## config.mk

```make
export PLATFORM = sky130hd
export DESIGN_NAME = packet_framer_crc32_top
export DESIGN_NICKNAME = d
export VERILOG_FILES = /design/src/hw/rtl/pfc32_pkg.sv /design/src/hw/rtl/packet_framer_crc32_top.sv
export SDC_FILE = /design/constraint.sdc
export NUM_CORES = 1
export LEC_CHECK = 0
export BUFFER_PORTS_ARGS = -buffer_cell sky130_fd_sc_hd__buf_2
export CAP_MARGIN = 5
export CORE_ASPECT_RATIO = 0.5
export CORE_UTILIZATION = 60
export DETAILED_ROUTE_END_ITERATION = 7
export PLACE_DENSITY = 0.77
export SYNTH_ARGS = -nofsm -noshare
export SYNTH_HDL_FRONTEND = slang
export SYNTH_SLANG_ARGS = --single-unit
```

## constraint.sdc

```tcl
create_clock -name aclk -period 5.5 [get_ports aclk]
set_input_delay 0.275 -clock aclk [delete_from_list [all_inputs] [get_ports aclk]]
set_output_delay 0.275 -clock aclk [all_outputs]
set_load 0.01 [all_outputs]
```

## src/hw/rtl/pfc32_pkg.sv

```systemverilog
// Package for the packet framer: framing constants, output slot codes and the CRC-32 byte update.
package pfc32_pkg;

    // Field widths fixed by the interface
    localparam int unsigned BYTE_W     = 8;
    localparam int unsigned LEN_PORT_W = 16;
    localparam int unsigned SIZE_W     = 12;
    localparam int unsigned CRC_W      = 32;

    // Payload size handling
    localparam logic [SIZE_W-1:0] PAYLOAD_RESET = 12'd1024;
    localparam logic [SIZE_W-1:0] PAYLOAD_MIN   = 12'd1;
    localparam logic [SIZE_W-1:0] PAYLOAD_MAX   = 12'd4091;
    localparam logic [SIZE_W-1:0] HDR_OVERHEAD  = 12'd4;

    // Reflected IEEE CRC-32
    localparam logic [CRC_W-1:0] CRC_POLY = 32'hEDB8_8320;
    localparam logic [CRC_W-1:0] CRC_INIT = 32'hFFFF_FFFF;

    // Position of a word within the burst that one input word causes
    typedef logic [3:0] slot_t;
    localparam slot_t SLOT_HDR0 = 4'd0;
    localparam slot_t SLOT_HDR1 = 4'd1;
    localparam slot_t SLOT_HDR2 = 4'd2;
    localparam slot_t SLOT_HDR3 = 4'd3;
    localparam slot_t SLOT_DATA = 4'd4;
    localparam slot_t SLOT_CRC0 = 4'd5;
    localparam slot_t SLOT_CRC1 = 4'd6;
    localparam slot_t SLOT_CRC2 = 4'd7;
    localparam slot_t SLOT_CRC3 = 4'd8;

    // One byte through the bitwise CRC-32 update
    function automatic logic [CRC_W-1:0] crc_byte(input logic [CRC_W-1:0] crc_in,
                                                  input logic [BYTE_W-1:0] data);
        logic [CRC_W-1:0] crc;
        crc = crc_in ^ {{(CRC_W-BYTE_W){1'b0}}, data};
        for (int k = 0; k < BYTE_W; k++) begin
            if (crc[0]) begin
                crc = (crc >> 1) ^ CRC_POLY;
            end else begin
                crc = crc >> 1;
            end
        end
        return crc;
    endfunction

endpackage

```

## src/hw/rtl/packet_framer_crc32_top.sv

```systemverilog
// Packet framer top level: length header, payload bytes and trailing CRC-32 per packet.
//
//  channel | ports                                           | direction
//  --------+-------------------------------------------------+----------
//  input   | s_valid s_ready s_mode s_data_byte              | in
//          | s_message_length                                |
//  result  | m_valid m_ready m_out_byte m_packet_start m_last| out
//  config  | cfg_wr_en cfg_wr_data (payload_size)            | in
//
// Each input word is folded into the framing state in the cycle it is accepted and
// lands in a burst register; the burst of 1, 5 or 9 words is then sent at one word
// per cycle, held in place by a stall on m_ready. A new input word is taken in the
// cycle the last word of the burst leaves, so a plain payload byte makes a one-word
// burst and a packet boundary up to nine words. Words that cause no result (end of
// stream, anything after it) make no burst. Reset (aresetn low, synchronous) empties
// the burst register, clears the framing state and sets payload_size to 1024.
module packet_framer_crc32_top #(
    parameter int unsigned MSG_LEN_BITS = 16
) (
    input  logic        aclk,
    input  logic        aresetn,
    // configuration
    input  logic        cfg_wr_en,
    input  logic [11:0] cfg_wr_data,
    // input words
    input  logic        s_valid,
    output logic        s_ready,
    input  logic        s_mode,
    input  logic [7:0]  s_data_byte,
    input  logic [15:0] s_message_length,
    // framed output
    output logic        m_valid,
    input  logic        m_ready,
    output logic [7:0]  m_out_byte,
    output logic        m_packet_start,
    output logic        m_last
);

    localparam int unsigned LEN_W = (MSG_LEN_BITS < pfc32_pkg::LEN_PORT_W) ?
                                    MSG_LEN_BITS : pfc32_pkg::LEN_PORT_W;
    localparam int unsigned CMP_W = (LEN_W > pfc32_pkg::SIZE_W) ? LEN_W : pfc32_pkg::SIZE_W;
    localparam int unsigned SW    = pfc32_pkg::SIZE_W;

    // Framing state
    logic [SW-1:0]               payload_size_reg;
    logic [LEN_W-1:0]            msg_left_reg,  msg_left_next;
    logic [SW-1:0]               pkt_left_reg,  pkt_left_next;
    logic [pfc32_pkg::CRC_W-1:0] crc_reg,       crc_next;
    logic                        done_reg,      done_next;

    // Burst register
    logic                        burst_valid_reg, burst_valid_next;
    pfc32_pkg::slot_t            slot_reg,        slot_next;
    pfc32_pkg::slot_t            end_slot_reg,    end_slot_next;
    logic [SW-1:0]               cnt_reg,         cnt_next;
    logic [7:0]                  data_reg,        data_next;
    logic [pfc32_pkg::CRC_W-1:0] fcs_reg,         fcs_next;

    logic burst_end;
    logic in_take;

    // Word leaves and frees the slot
    assign burst_end = burst_valid_reg && m_ready && (slot_reg == end_slot_reg);
    assign s_ready   = !burst_valid_reg || burst_end;
    assign in_take   = s_valid && s_ready;

    // Per-word framing step
    always_comb begin
        logic [LEN_W-1:0]            len;
        logic [LEN_W-1:0]            msg_cur;
        logic [SW-1:0]               pkt_cur;
        logic [SW-1:0]               ps_eff;
        logic [SW-1:0]               pkt_len;
        logic [SW-1:0]               pkt_use;
        logic [pfc32_pkg::CRC_W-1:0] crc_base;
        logic [pfc32_pkg::CRC_W-1:0] crc_new;
        logic                        new_msg;
        logic                        start_pkt;
        logic                        pkt_end;

        len     = s_message_length[LEN_W-1:0];
        new_msg = (msg_left_reg == '0);
        msg_cur = new_msg ? len : msg_left_reg;
        pkt_cur = new_msg ? '0 : pkt_left_reg;
        start_pkt = (pkt_cur == '0);

        // clamp the configured size
        if (payload_size_reg == '0) begin
            ps_eff = pfc32_pkg::PAYLOAD_MIN;
        end else if (payload_size_reg > pfc32_pkg::PAYLOAD_MAX) begin
            ps_eff = pfc32_pkg::PAYLOAD_MAX;
        end else begin
            ps_eff = payload_size_reg;
        end

        if (CMP_W'(msg_cur) < CMP_W'(ps_eff)) begin
            pkt_len = SW'(msg_cur);
        end else begin
            pkt_len = ps_eff;
        end
        pkt_use  = start_pkt ? pkt_len : pkt_cur;
        crc_base = start_pkt ? pfc32_pkg::CRC_INIT : crc_reg;
        crc_new  = pfc32_pkg::crc_byte(crc_base, s_data_byte);
        pkt_end  = (pkt_use == SW'(1));

        msg_left_next    = msg_left_reg;
        pkt_left_next    = pkt_left_reg;
        crc_next         = crc_reg;
        done_next        = done_reg;
        burst_valid_next = burst_valid_reg && !burst_end;
        slot_next        = slot_reg;
        end_slot_next    = end_slot_reg;
        cnt_next         = cnt_reg;
        data_next        = data_reg;
        fcs_next         = fcs_reg;

        // step through the burst
        if (burst_valid_reg && m_ready && !burst_end) begin
            slot_next = slot_reg + pfc32_pkg::slot_t'(1);
        end

        if (in_take && !done_reg) begin
            if (s_mode || (new_msg && (len == '0))) begin
                // end of stream, explicit or by zero length
                done_next = 1'b1;
            end else begin
                msg_left_next    = msg_cur - LEN_W'(1);
                pkt_left_next    = pkt_use - SW'(1);
                crc_next         = pkt_end ? pfc32_pkg::CRC_INIT : crc_new;
                burst_valid_next = 1'b1;
                slot_next        = start_pkt ? pfc32_pkg::SLOT_HDR0 : pfc32_pkg::SLOT_DATA;
                end_slot_next    = pkt_end ? pfc32_pkg::SLOT_CRC3 : pfc32_pkg::SLOT_DATA;
                cnt_next         = pkt_len + pfc32_pkg::HDR_OVERHEAD;
                data_next        = s_data_byte;
                fcs_next         = ~crc_new;
            end
        end
    end

    // Control and state registers
    always_ff @(posedge aclk) begin
        if (!aresetn) begin
            payload_size_reg <= pfc32_pkg::PAYLOAD_RESET;
            msg_left_reg     <= '0;
            pkt_left_reg     <= '0;
            crc_reg          <= pfc32_pkg::CRC_INIT;
            done_reg         <= 1'b0;
            burst_valid_reg  <= 1'b0;
            slot_reg         <= pfc32_pkg::SLOT_DATA;
        end else begin
            if (cfg_wr_en) begin
                payload_size_reg <= cfg_wr_data;
            end
            msg_left_reg    <= msg_left_next;
            pkt_left_reg    <= pkt_left_next;
            crc_reg         <= crc_next;
            done_reg        <= done_next;
            burst_valid_reg <= burst_valid_next;
            slot_reg        <= slot_next;
        end
    end

    // Burst payload, no reset
    always_ff @(posedge aclk) begin
        end_slot_reg <= end_slot_next;
        cnt_reg      <= cnt_next;
        data_reg     <= data_next;
        fcs_reg      <= fcs_next;
    end

    // Output word select
    always_comb begin
        case (slot_reg)
            pfc32_pkg::SLOT_HDR0, pfc32_pkg::SLOT_HDR2:
                m_out_byte = {4'h0, cnt_reg[11:8]};
            pfc32_pkg::SLOT_HDR1, pfc32_pkg::SLOT_HDR3:
                m_out_byte = cnt_reg[7:0];
            pfc32_pkg::SLOT_CRC0: m_out_byte = fcs_reg[31:24];
            pfc32_pkg::SLOT_CRC1: m_out_byte = fcs_reg[23:16];
            pfc32_pkg::SLOT_CRC2: m_out_byte = fcs_reg[15:8];
            pfc32_pkg::SLOT_CRC3: m_out_byte = fcs_reg[7:0];
            default:              m_out_byte = data_reg;
        endcase
    end

    assign m_valid        = burst_valid_reg;
    assign m_packet_start = (slot_reg == pfc32_pkg::SLOT_HDR0);
    assign m_last         = (slot_reg == end_slot_reg);

endmodule

```

After elaboration in Yosys (flattened, before gate mapping)

Cells that the tools add are included.

Eq/ne operators: 9
Bitwise operators: 11
Multiplexer cells: 24
Magnitude comparators: 2
$add $sub $neg: 4
Reductions and logical operators: 21

Operators by type and width:

| cell                  | count |
|---|---|
| $mux 32               | 10 |
| $not 13->14           | 8 |
| $mux 12               | 5 |
| $pmux 8 s6            | 1 |
| $logic_not 16->1      | 2 |
| $not 32->32           | 1 |
| $xor 32x8->32         | 1 |
| $logic_not 12->1      | 2 |
| $lt 16x12->1          | 1 |
| $mux 16               | 1 |
| $mux 4                | 4 |
| $sub 16x1->16 const B | 1 |
| $add 12x3->12 const B | 1 |
| $eq 12x1->1 const B   | 1 |
| $eq 4x3->1 const B    | 3 |
| $gt 12x12->1 const B  | 1 |
| $sub 12x1->12 const B | 1 |
| $eq 4x2->1 const B    | 2 |
| $logic_and 1x1->1     | 7 |
| $add 4x1->4 const B   | 1 |
| $eq 4x1->1 const B    | 1 |
| $eq 4x4->1            | 1 |
| $eq 4x4->1 const B    | 1 |
| $logic_not 4->1       | 1 |
| 7 further kinds       | 13 |

Input port bits: 42
Word-level logic and storage cells: 82
Register bits: 134
Output and inout bits: 12

Logic depth before layout (Yosys ltp)

Depth in word-level cells: 22
Depth in mapped cells: 22
Gate-level depth less buffers: 16

Least setup slack after synthesis

No wires, ideal clock.

Kind: flip-flop to flip-flop
Start: reg msg_left_reg[2]
End: reg cnt_reg[10] (data pin)
Data required time: 5,236 ps
Slack: 1,439 ps
Path buffers: 5
Stages on the path, launching flop included: 21
Data arrival time: 3,798 ps
Period minus slack after synthesis: 4,061 ps
Setup time: 264 ps
Cells stage by stage: dfxtp_1 > nor4_4 > and4_1 > buf_2 > buf_2 > a21o_1 > ha_1 > o21ai_0 > o211ai_2 > a21o_1 > a211oi_2 > buf_6 > buf_4 > buf_2 > nor2_1 > a21o_1 > inv_1 > ha_1 > o211ai_1 > nor3_1 > xnor2_1

Cells in the longest elaborated chain, start to end: 5

RTL lines:

| what                   | line                           | source |
|---|---|---|
| start, declared        | packet_framer_crc32_top.sv:46  | `logic [LEN_W-1:0] msg_left_reg, msg_left_next;` |
| start signal, assigned | packet_framer_crc32_top.sv:154 | `msg_left_reg <= msg_left_next;` |
| $logic_not 16->1       | packet_framer_crc32_top.sv:82  | `new_msg = (msg_left_reg == '0);` |
| $mux 16 (*)            | packet_framer_crc32_top.sv:83  | `msg_cur = new_msg ? len : msg_left_reg;` |
| $lt 16x12->1           | packet_framer_crc32_top.sv:96  | `if (CMP_W'(msg_cur) < CMP_W'(ps_eff)) begin` |
| $mux 12 (*)            | packet_framer_crc32_top.sv:96  |  |
| $add 12x3->12 (*)      | packet_framer_crc32_top.sv:133 | `cnt_next = pkt_len + pfc32_pkg::HDR_OVERHEAD;` |
| end signal, assigned   | packet_framer_crc32_top.sv:166 | `cnt_reg <= cnt_next;` |
| end, declared          | packet_framer_crc32_top.sv:55  | `logic [SW-1:0] cnt_reg, cnt_next;` |

Mark *: on every way between the ends. The rest lies on a longest branch, timed or not.
A chain may end at the register's enable or synchronous reset.

Worst setup path after layout

Start: reg msg_left_reg[2]
End: reg crc_reg[31] in the netlist's numbering

Cells in the longest elaborated chain, start to end: 15

RTL lines:

| what                         | line                           | source |
|---|---|---|
| $logic_not 16->1             | packet_framer_crc32_top.sv:82  |  |
| $mux 12                      | packet_framer_crc32_top.sv:84  | `pkt_cur = new_msg ? '0 : pkt_left_reg;` |
| $logic_not 12->1             | packet_framer_crc32_top.sv:85  | `start_pkt = (pkt_cur == '0);` |
| $mux 32                      | packet_framer_crc32_top.sv:102 | `crc_base = start_pkt ? pfc32_pkg::CRC_INIT : crc_reg;` |
| $xor 32x8->32                | pfc32_pkg.sv:36                | `crc = crc_in ^ {{(CRC_W-BYTE_W){1'b0}}, data};` |
| $mux 32                      | pfc32_pkg.sv:38                | `if (crc[0]) begin` |
| $not 13->14 (no source line) | -                              |  |
| $mux 32 (7 in a row)         | pfc32_pkg.sv:38                |  |
| $mux 32                      | packet_framer_crc32_top.sv:129 | `crc_next = pkt_end ? pfc32_pkg::CRC_INIT : crc_new;` |
| end signal, assigned         | packet_framer_crc32_top.sv:146 | `crc_reg <= pfc32_pkg::CRC_INIT;` |
| end signal, assigned         | packet_framer_crc32_top.sv:156 | `crc_reg <= crc_next;` |
| end, declared                | packet_framer_crc32_top.sv:48  | `logic [pfc32_pkg::CRC_W-1:0] crc_reg, crc_next;` |

Several ways; a longest one is shown, not always the timed one.

==> impl_metrics.toml <==
[sta]
rsz0062_at_grt = "false"
fin_crit_sh_pct = 87.8
tightest_slew_ps = 1040
fin_crit_ps = 4830
max_freq_ghz = 0.207
finalSetupViolations = 0
finalHoldViolCount = 0
relSlewSlack_pct = 30.9
finalSetupTns_ps = 0
skew_ps = 9.21
final_max_slew_viol_count = 0

[worst_setup_path]
startpoint_type = "flip-flop"
critical_path.max_stage_delay_ps = 650
crit_type = "flip-flop to flip-flop"
arrival_ps = 5120
crit_required_ps = 5790
slowest_stage = "and4_1"
path_max_fanout = 32
worst-path-buf-inv = 3
end_kind = "flip-flop"
cpMostUsedCell = "a21oi_1"
worst_path_dominant_cell_family = "compound AO/OA/AOI/OAI gates"
path_cells = "nor4_4, and4_1, a21oi_1, inv_1, ha_1, a21oi_1, o21a_1, a21oi_1, a211oi_4, buf_4, nor3_1, o311ai_1, nor2_1, a41oi_4, buf_12, a21oi_1"

[clock_tree]
clock-sinks = 132
cts.hold.buffers_added = 0
cts_setup_buffers = 0
path_clk_slew_ps = 60
cts_buffer_depth = 2
cts_resized = 0
h-tree-depth = 4
insertion_delay_ps = 430
cts_buffers = 17
cts_tree = "done"
cts.root.buffer_cell = "clkbuf_16"

[layout]
drive_above_1_share_pct = 17.3
n_antenna_cell = 0
syn_to_final_growth_pct = 12.0
nets = 940

[drt]
dr.pass1.iters = 6
initialDrtViolationCount = 761
drc = 0
wl_um = 20400
ant_nets = 0
vias_per_cell = 6.05
wl_per_cell_um = 19.2
vias = 6429

[synth]
ys_ff_latch = 132
syn-num-nets = 902
synth-edff-count = 54
syn_inst = 841
syn-cell-area_mm2 = 0.00785
synth.distinct_cells = 74
yosysSeqAreaShare_pct = 40.6
syn_area_per_cell_um2 = 9.33
yosysWarnings = 0
ys.flop_type = "dfxtp_1"
async_flop_share_pct = 0

[floorplan]
start_util_pct = 61.8
die_w_um = 164
die_y_um = 82.9
io_pins = 54
fp-row-count = 29
die-area_mm2 = 0.0136
coreArea_mm2 = 0.0127

[grt]
grt_max_degree = 77
grt_pass1_vias = 6141
globalRoute.totalOverflow = 0
track_usage_pct = 31.7
grt_pass1_wl_um = 33000
antenna_found_initial = 0

[place]
gp_congestion = 0.975
io_buffers = 53
dp.final_hpwl_um = 14200

[job]
max-cap-violations = 0

[run_status]
status = "finished clean"

[min_path]
hp-class = "input port to flip-flop"
-- path summary, 6_finish.rpt --
| path | startpoint | endpoint | slack, ps | cells past startpoint |
|---|---|---|---|---|
| setup reg to reg | msg_left_reg[2] | crc_reg[31] | 670 | 16 |
| setup / recovery | msg_left_reg[2] | crc_reg[31] | 670 | 16 |
| hold reg to reg | crc_reg[14] | crc_reg[14] | 490 | 2 |
| hold / removal | cfg_wr_data[10] | payload_size_reg[10] | 90 | 3 |
-- worst register-to-register path: stages (launching register included) --
cell and delay (ps):
dfxtp_1 370, nor4_4 400, and4_1 650, a21oi_1 260
inv_1 180, ha_1 280, a21oi_1 150, o21a_1 220
a21oi_1 140, a211oi_4 400, buf_4 270, nor3_1 80
o311ai_1 430, nor2_1 170, a41oi_4 280, buf_12 280
a21oi_1 120
-- layout by cell type (no fill, tap or decap), types with 4 or more instances in the layout --
cell type / Yosys / final
xnor2_1: 91 / 91
nand3_1: 16 / 16
inv_1: 29 / 28
edfxtp_1: 54 / 54
a211oi_1: 4 / 4
xor2_1: 27 / 27
o211ai_1: 9 / 9
nor2_1: 112 / 112
nand4_1: 12 / 12
nor2b_1: 12 / 12
ha_1: 19 / 19
inv_8: 0 / 4
a21oi_1: 30 / 30
nand2_1: 60 / 60
o21ai_0: 36 / 36
and2_1: 12 / 12
and3_1: 8 / 8
or2_2: 4 / 4
clkbuf_16: 0 / 17
nor4_1: 9 / 9
nand2b_1: 4 / 4
mux2i_1: 18 / 18
a21boi_0: 5 / 5
inv_6: 0 / 5
a221oi_1: 4 / 4
buf_2: 5 / 53
a22oi_1: 6 / 6
nor3_1: 22 / 22
buf_4: 2 / 10
o21a_1: 5 / 5
dfxtp_1: 78 / 78
a222oi_1: 8 / 8
a21o_1: 8 / 8
a21oi_2: 30 / 30
-- Yosys cell counts (5+ instances only) --
library cell | number | area [µm²]
a21boi_0 | 5 | 37.5
a21o_1 | 8 | 60.1
a21oi_1 | 30 | 150
a21oi_2 | 30 | 263
a222oi_1 | 8 | 80.1
a22oi_1 | 6 | 45.0
and2_1 | 12 | 75.1
and3_1 | 8 | 50.1
buf_1 | 5 | 18.8
buf_2 | 5 | 25.0
clkbuf_1 | 29 | 109
dfxtp_1 | 78 | 1560
edfxtp_1 | 54 | 1620
ha_1 | 19 | 238
inv_1 | 29 | 109
mux2i_1 | 18 | 180
nand2_1 | 60 | 225
nand3_1 | 16 | 80.1
nand4_1 | 12 | 75.1
nor2_1 | 112 | 420
nor2b_1 | 12 | 75.1
nor3_1 | 22 | 110
nor4_1 | 9 | 56.3
o211ai_1 | 9 | 67.6
o21a_1 | 5 | 37.5
o21ai_0 | 36 | 180
xnor2_1 | 91 | 797
xor2_1 | 27 | 236
-- through the flow --
step / instance area [µm²] / setup slack [ps] / util [%] / std cells / hold WS (ps)
final: 8790 / 671 / 69.2 / 1062 / 86.4
after global routing: 8790 / 401 / 69.2 / 1062 / 83.0
after CTS: 8790 / 760 / 69.2 / 1062 / 82.4
after detailed placement: 8220 / 768 / 64.7 / 1030 / 478
after global placement: 8220 / 899 / 64.7 / 1030 / 462
after floorplan: 7850 / 1440 / - / 841 / 374
-- metal layers --
layer | vias up | wire length (µm) | GRT usage (%)
li1 | 3069 | - | -
met1 | 3051 | 9260 | 44.0
met2 | 277 | 9390 | 49.5
met3 | 32 | 1440 | 6.99
met4 | 0 | 297 | 9.43
met5 | - | 0 | 0
-- cell type report --
class                      instances  area (µm²)
tap                              170         213
clock inverter                    14         129
fill                             978        3910
inverter                          29         109
multi-input combinational        635        4360
sequential                       132        3180
clock buffer                      18         439
timing repair buffer              64         360
-- kinds of logic after synthesis --
| group | Yosys count | share of synthesized area, % |
|---|---|---|
| compound gates | 189 | 18.0 |
| xor+xnor | 122 | 14.1 |
| fa+ha+maj | 19 | 3.03 |
| buf+inv | 74 | 4.10 |
| flops | 132 | 40.6 |
| mux | 19 | 2.47 |
| simple gates | 286 | 17.7 |
Power is left out: the tool's default activity adds up to more than one toggle a clock period on the data nets, which glitch-free logic cannot reach.
